### src/hw/rtl/gmb_pkg.sv
// Package for the grid maze backtracker: grid sizes, codes, the interface
// structs between controller and datapath, and the mod-3 helper.
// No dependencies.
`default_nettype none

package gmb_pkg;

    localparam int MAX_COLUMNS = 64;
    localparam int MAX_ROWS    = 64;
    localparam int COL_W       = $clog2(MAX_COLUMNS);
    localparam int ROW_W       = $clog2(MAX_ROWS);
    localparam int CELL_COUNT  = MAX_COLUMNS * MAX_ROWS;
    localparam int CELL_W      = COL_W + ROW_W;
    localparam int CNT_W       = $clog2(CELL_COUNT + 1);
    localparam int DIM_W       = 7;
    localparam int AREA_W      = 2 * DIM_W;
    localparam int RND_W       = 16;
    localparam int CFG_IDX_W   = 1;

    localparam logic [CFG_IDX_W-1:0] CFG_GRID_WIDTH  = 1'b0;
    localparam logic [CFG_IDX_W-1:0] CFG_GRID_HEIGHT = 1'b1;

    typedef enum logic [1:0] {
        ACT_CARVE   = 2'd0,
        ACT_BACK    = 2'd1,
        ACT_DONE    = 2'd2,
        ACT_RESTART = 2'd3
    } t_action;

    typedef enum logic [1:0] {
        DIR_LEFT  = 2'd0,
        DIR_UP    = 2'd1,
        DIR_RIGHT = 2'd2,
        DIR_DOWN  = 2'd3
    } t_dir;

    typedef enum logic [1:0] {
        RD_MID = 2'd0,
        RD_UP  = 2'd1,
        RD_DN  = 2'd2
    } t_rd_sel;

    typedef enum logic [2:0] {
        ST_INIT,
        ST_IDLE,
        ST_RD_UP,
        ST_RD_DN,
        ST_DECIDE,
        ST_POP,
        ST_CLEAR,
        ST_EMIT
    } t_state;

    // controller -> datapath
    typedef struct packed {
        logic    take;      // request accepted: latch random digits
        logic    restart;   // apply restart and load its result
        logic    finish;    // load finished result
        logic    rd_en;     // read one row of the visited map
        t_rd_sel rd_sel;
        logic    cap_mid;
        logic    cap_up;
        logic    decide;    // carve, or start a pop
        logic    pop_load;  // take popped cell
        logic    clr_step;  // clear one row of the visited map
        logic    emit;      // move pending result to the output register
    } t_dp_cmd;

    // datapath -> controller
    typedef struct packed {
        logic finished;
        logic has_nbr;
        logic stack_empty;
        logic clr_last;
        logic out_free;
    } t_dp_stat;

    // value mod 3 by summing base-4 digits (4 = 1 mod 3)
    function automatic logic [1:0] mod3_word(input logic [RND_W-1:0] v);
        logic [4:0] s;
        logic [2:0] t;
        logic [2:0] r;
        s = '0;
        for (int k = 0; k < RND_W / 2; k++) begin
            s = s + 5'(v[2*k +: 2]);
        end
        t = 3'(s[1:0]) + 3'(s[3:2]) + 3'(s[4]);
        if (t >= 3'd6) begin
            r = t - 3'd6;
        end else if (t >= 3'd3) begin
            r = t - 3'd3;
        end else begin
            r = t;
        end
        return r[1:0];
    endfunction

endpackage

`default_nettype wire

### src/hw/rtl/gmb_ctrl.sv
// Sequencing state machine of the maze backtracker.
// Depends on gmb_pkg; drives gmb_datapath through t_dp_cmd.
`default_nettype none

module gmb_ctrl import gmb_pkg::*; (
    input  wire logic     i_clk,
    input  wire logic     i_rst_n,
    input  wire logic     i_in_valid,
    input  wire logic     i_command,
    output logic          o_in_ready,
    input  wire t_dp_stat i_stat,
    output t_dp_cmd       o_cmd
);

    t_state r_state;
    t_state n_state;

    always_ff @(posedge i_clk) begin
        if (!i_rst_n) begin
            r_state <= ST_INIT;
        end else begin
            r_state <= n_state;
        end
    end

    always_comb begin
        n_state    = r_state;
        o_cmd      = '0;
        o_cmd.rd_sel = RD_MID;
        o_in_ready = 1'b0;
        case (r_state)
            ST_INIT: begin
                o_cmd.clr_step = 1'b1;
                if (i_stat.clr_last) begin
                    n_state = ST_IDLE;
                end
            end
            ST_IDLE: begin
                o_in_ready = 1'b1;
                if (i_in_valid) begin
                    o_cmd.take = 1'b1;
                    if (!i_command) begin
                        o_cmd.restart = 1'b1;
                        n_state = ST_CLEAR;
                    end else if (i_stat.finished) begin
                        o_cmd.finish = 1'b1;
                        n_state = ST_EMIT;
                    end else begin
                        o_cmd.rd_en  = 1'b1;
                        o_cmd.rd_sel = RD_MID;
                        n_state = ST_RD_UP;
                    end
                end
            end
            ST_RD_UP: begin
                o_cmd.cap_mid = 1'b1;
                o_cmd.rd_en   = 1'b1;
                o_cmd.rd_sel  = RD_UP;
                n_state = ST_RD_DN;
            end
            ST_RD_DN: begin
                o_cmd.cap_up = 1'b1;
                o_cmd.rd_en  = 1'b1;
                o_cmd.rd_sel = RD_DN;
                n_state = ST_DECIDE;
            end
            ST_DECIDE: begin
                o_cmd.decide = 1'b1;
                if (i_stat.has_nbr || i_stat.stack_empty) begin
                    n_state = ST_EMIT;
                end else begin
                    n_state = ST_POP;
                end
            end
            ST_POP: begin
                o_cmd.pop_load = 1'b1;
                n_state = ST_EMIT;
            end
            ST_CLEAR: begin
                o_cmd.clr_step = 1'b1;
                if (i_stat.clr_last) begin
                    n_state = ST_EMIT;
                end
            end
            ST_EMIT: begin
                if (i_stat.out_free) begin
                    o_cmd.emit = 1'b1;
                    n_state = ST_IDLE;
                end
            end
            default: begin
                n_state = ST_INIT;
            end
        endcase
    end

endmodule

`default_nettype wire

### config.mk
export PLATFORM = sky130hd
export DESIGN_NAME = gmb_ctrl
export DESIGN_NICKNAME = d
export VERILOG_FILES = /design/src/hw/rtl/gmb_pkg.sv /design/src/hw/rtl/gmb_ctrl.sv
export SDC_FILE = /design/constraint.sdc
export NUM_CORES = 1
export LEC_CHECK = 0
export BUFFER_PORTS_ARGS = -buffer_cell sky130_fd_sc_hd__buf_2
export CAP_MARGIN = 20
export CORE_AREA = 4 4 41 43
export DETAILED_ROUTE_END_ITERATION = 12
export DIE_AREA = 0 0 45 47
export SETUP_SLACK_MARGIN = 0.05
export SLEW_MARGIN = 30
export SYNTH_ARGS = -nofsm -noshare
export SYNTH_HDL_FRONTEND = slang
export SYNTH_SLANG_ARGS = --single-unit
### constraint.sdc
create_clock -name i_clk -period 1.4 [get_ports i_clk]
set_clock_uncertainty 0.15 [all_clocks]
set_input_delay 0.28 -clock i_clk [delete_from_list [all_inputs] [get_ports i_clk]]
set_output_delay 0.28 -clock i_clk [all_outputs]
set_load 0.01 [all_outputs]
# ---- Word-level counts from Yosys, hierarchy flattened
# Cells that the tools add are included.
dict set report totals {
  regBits 3
  inputBits 9
  out_inout_bits 13
  elab_cells 39
}
dict set report op_classes {
  eq_ne 11
  muxes 23
  n_reduce_logical 4
}
# cell n
set ops {}
lappend ops {{2-to-1 mux 3 bit} 8}
lappend ops {{case mux 3 bit (8 select lines)} 1}
lappend ops {{== test 3 bit (second input constant)} 4}
lappend ops {{2-to-1 mux 1 bit} 10}
lappend ops {{case mux 3 bit (3 select lines)} 1}
lappend ops {{inequality test 2 bit (second input constant)} 4}
lappend ops {{== test 3 x 2 -> 1 bit (second input constant)} 2}
lappend ops {{2-to-1 mux 6 bit} 1}
lappend ops {{2-to-1 mux 4 bit} 1}
lappend ops {{AND reduction 4 bit} 1}
lappend ops {{== test 3 x 1 -> 1 bit (second input constant)} 1}
lappend ops {{logical NOT 3 bit} 1}
lappend ops {{2-to-1 mux 2 bit} 1}
lappend ops {{OR reduction 2 bit} 1}
lappend ops {{logical OR 1 bit} 1}

# ---- Depth between registers and ports, before layout
dict set report depth {
  word_depth 4
  depth_mapped 4
  mapped_depth_nobuf 3
}

# ---- Least setup slack after synthesis
# OpenSTA, ideal clock, no wires.
dict set report synth_timing {
  path_kind {register -> output}
  start {register r_state[1]}
  end {output port o_cmd[8] (netlist name)}
  arrival_ns 1.071
  required_time_ns 0.970
  path_slack_ns -0.101
  stages_incl_launch_ff 5
  path_buffers 1
  cell_sequence {dfxtp_1 > buf_6 > nor3b_2 > nand2_1 > o21ai_1}
}
# item line_no
set synth_lines {}
lappend synth_lines {{from (decl)} gmb_ctrl.sv:15} ;# t_state r_state;
lappend synth_lines {{from (signal assigned)} gmb_ctrl.sv:22} ;# r_state <= n_state;
lappend synth_lines {{to (decl)} gmb_ctrl.sv:12} ;# output t_dp_cmd o_cmd

==> impl_metrics.py <==
metrics = {
    "layout": {
        "diodes": 0,
        "largest_reg_flops": 3,
        "top_regs": "r_state x3",
        "finish.net_count": 83,
        "design_area_um2": 582,
        "final_cells": 88,
        "drive_above_1_share": 0.712,
        "area.growth.synth_to_final_pct": 98.7,
        "max_flop_register": "r_state",
    },
    "sta": {
        "finalCritPeriodShare": 1.15,
        "max_freq_ghz": 0.622,
        "timing.final.ws_setup_ns": -0.206,
        "slew_violations": 0,
        "period_needed_ns": 1.61,
        "worstMarginPinSlew_ns": 0.311,
        "rsz0062_at_grt": "yes",
        "slew-limit-headroom": 0.792,
        "finalSetupViolations": 13,
        "whs_ns": 0.156,
        "finalHoldViolations": 0,
    },
    "clocking": {
        "path_clk_slew_ns": 0.04,
        "cts_made_buffers": 3,
        "clk_path_buf_depth": 2,
        "cts_tree": "done",
        "htree_levels": 1,
        "cts_hold_buffers": 0,
        "cts.sinks": 3,
        "clk_latency_ns": 0.24,
        "root_buffer": "clkbuf_4",
    },
    "logic_synthesis": {
        "synth_warnings": 0,
        "netlist_area_um2": 293,
        "synthTopCellsByCount": "nor2_1, nand2_1, dfxtp_1, nor2b_1",
        "syn_nets": 51,
        "synth_top_area_frac": 0.205,
        "synth_largest_area_cell": "dfxtp_1",
        "ys_ff_latch": 3,
        "syn_area_per_cell_um2": 6.97,
        "async_reset_ff_frac": 0,
        "synth_edf_count": 0,
        "ys.flop_type": "dfxtp_1",
        "ys_types": 24,
        "synth_cells": 42,
        "yosysMostFrequentCell": "nor2_1",
        "netlist_top_cells_area": "dfxtp_1, nor2_1, nand2_1",
        "ys_seq_area_frac": 0.205,
    },
    "die": {
        "initial_core_util": 0.225,
        "core_area_um2": 1300,
        "dieArea_um2": 2120,
        "fp.dieW_um": 45,
        "die_y_um": 47,
        "io_pins": 22,
        "num_rows": 13,
    },
    "power": {
        "total_power_uw": 651,
        "power_leakage_nw": 0.283,
        "vdd_ir_drop_max_mv": 0.541,
        "power_per_cell_area_nw_per_um2": 1120,
    },
    "status": {
        "violations": "negative setup slack",
        "status": "finished with violations",
    },
    "route": {
        "wl_um": 951,
        "drt_iter0_markers": 10,
        "drc": 0,
        "vias_per_cell": 4.82,
        "vias": 424,
        "drt_first_pass_iters": 4,
        "antenna_left": 0,
        "wl_per_cell_um": 10.8,
    },
    "worst_setup_path": {
        "cpPeakStageDelay_ns": 0.34,
        "path_class": "reg -> out",
        "required_ns": 0.97,
        "worst_r2r_path_depth": 5,
        "critPathMaxFanout": 4,
        "start_kind": "register",
        "critPathTopFamily": "flip-flops",
        "cp-end-kind": "output pin",
        "path_buf_inv": 1,
        "cp_cell_sequence": "nor3b_4, nand2_2, o21ai_2, buf_2",
        "crit_slowest_cell": "dfxtp_2",
        "worstSetupPathDepth": 4,
        "critPathArrivalTime_ns": 1.18,
    },
    "placement": {
        "dpl.hpwl_um": 714,
        "place_inst": 81,
        "dpl_worst_slack_ns": 0.00669,
        "placed_area_um2": 454,
        "io_buffers": 21,
        "place_congestion": 0.814,
    },
    "run": {
        "max-cap-violations": 0,
    },
    "worst_hold_path": {
        "worstHoldPathCells": 3,
        "hp-class": "in -> reg",
    },
    "global_route": {
        "grt_pass1_vias": 364,
        "grt_max_degree": 8,
        "antenna_found_initial": 0,
        "grt_pass1_wl_um": 1430,
        "grt_usage": 0.0956,
        "overflow": 0,
    },
}
per-stage QoR:
stage,utilization,TNS [ns]
2_1_floorplan,-,-0.0265
3_3_place_gp,0.349,0
3_5_place_dp,0.349,0
4_1_cts,0.404,-1.68
5_1_grt,0.447,-2.52
6_report,0.447,-1.58
per-layer routing:
layer  global-route usage  wire length (µm)  vias up
li1                     -                 -      212
met4               0.0526                 0        0
met1                0.116               390      193
met2                0.147               466       19
met3               0.0345                94        0
met5                    0                 0        -
kinds of logic after synthesis:
logic type / count (synthesis) / share of synthesized area
and+or+nand+nor: 23 / 0.423
buffers and inverters: 6 / 0.128
DFF: 3 / 0.205
AOI/OAI and AO/OA: 10 / 0.244
what timing repair did:
item                                    4_1_cts  5_1_grt
endpoints found under the setup margin       13       14
cloned                                        0        0
gates resized for setup                       6       11
pin swaps                                     3        2
buffers inserted                              3        1
worst register-to-register path, stage by stage (launching register included):
cell       delay [ns]
dfxtp_4          0.36
buf_4            0.16
nand2_1          0.09
nor2_2           0.04
buf_4            0.13
a2111oi_4        0.26
where the power goes:
part | leakage, nW | switching, mW | internal, mW
clock network | 0.0150 | 0.0481 | 0.107
registers | 0.0261 | 0.0251 | 0.107
logic | 0.242 | 0.173 | 0.190
total | 0.283 | 0.247 | 0.404
final cells by class:
type / instances / area [µm²]
timing repair buffer: 30 / 195
sequential: 3 / 66.3
fill: 141 / 719
clock buffer: 4 / 26.3
tap: 15 / 18.8
multi-input combinational: 33 / 264
inverter: 3 / 11.3
path summary, 6_finish.rpt:
kind	from	to	slack [ns]
min reg2reg	r_state[2]$_SDFFE_PN0P_	r_state[1]$_SDFFE_PN0P_	0.51
max	r_state[2]$_SDFFE_PN0P_	o_cmd[8]	-0.21
max reg2reg	r_state[1]$_SDFFE_PN0P_	r_state[2]$_SDFFE_PN0P_	0.11
min	i_rst_n	r_state[1]$_SDFFE_PN0P_	0.16
placed cells by master (no fill, tap or decap), types with 2 or more instances in the layout:
master	synthesis	layout
a2111oi_4	0	2
a21oi_1	2	2
and3_2	2	2
buf_2	0	18
buf_4	2	8
buf_6	1	4
clkbuf_4	0	3
dfxtp_2	0	2
inv_1	2	2
nand2_1	5	3
nand2_2	0	2
nor2_1	6	2
nor2_2	0	4
nor2b_1	3	2
Power figures use the tool's default switching activity.
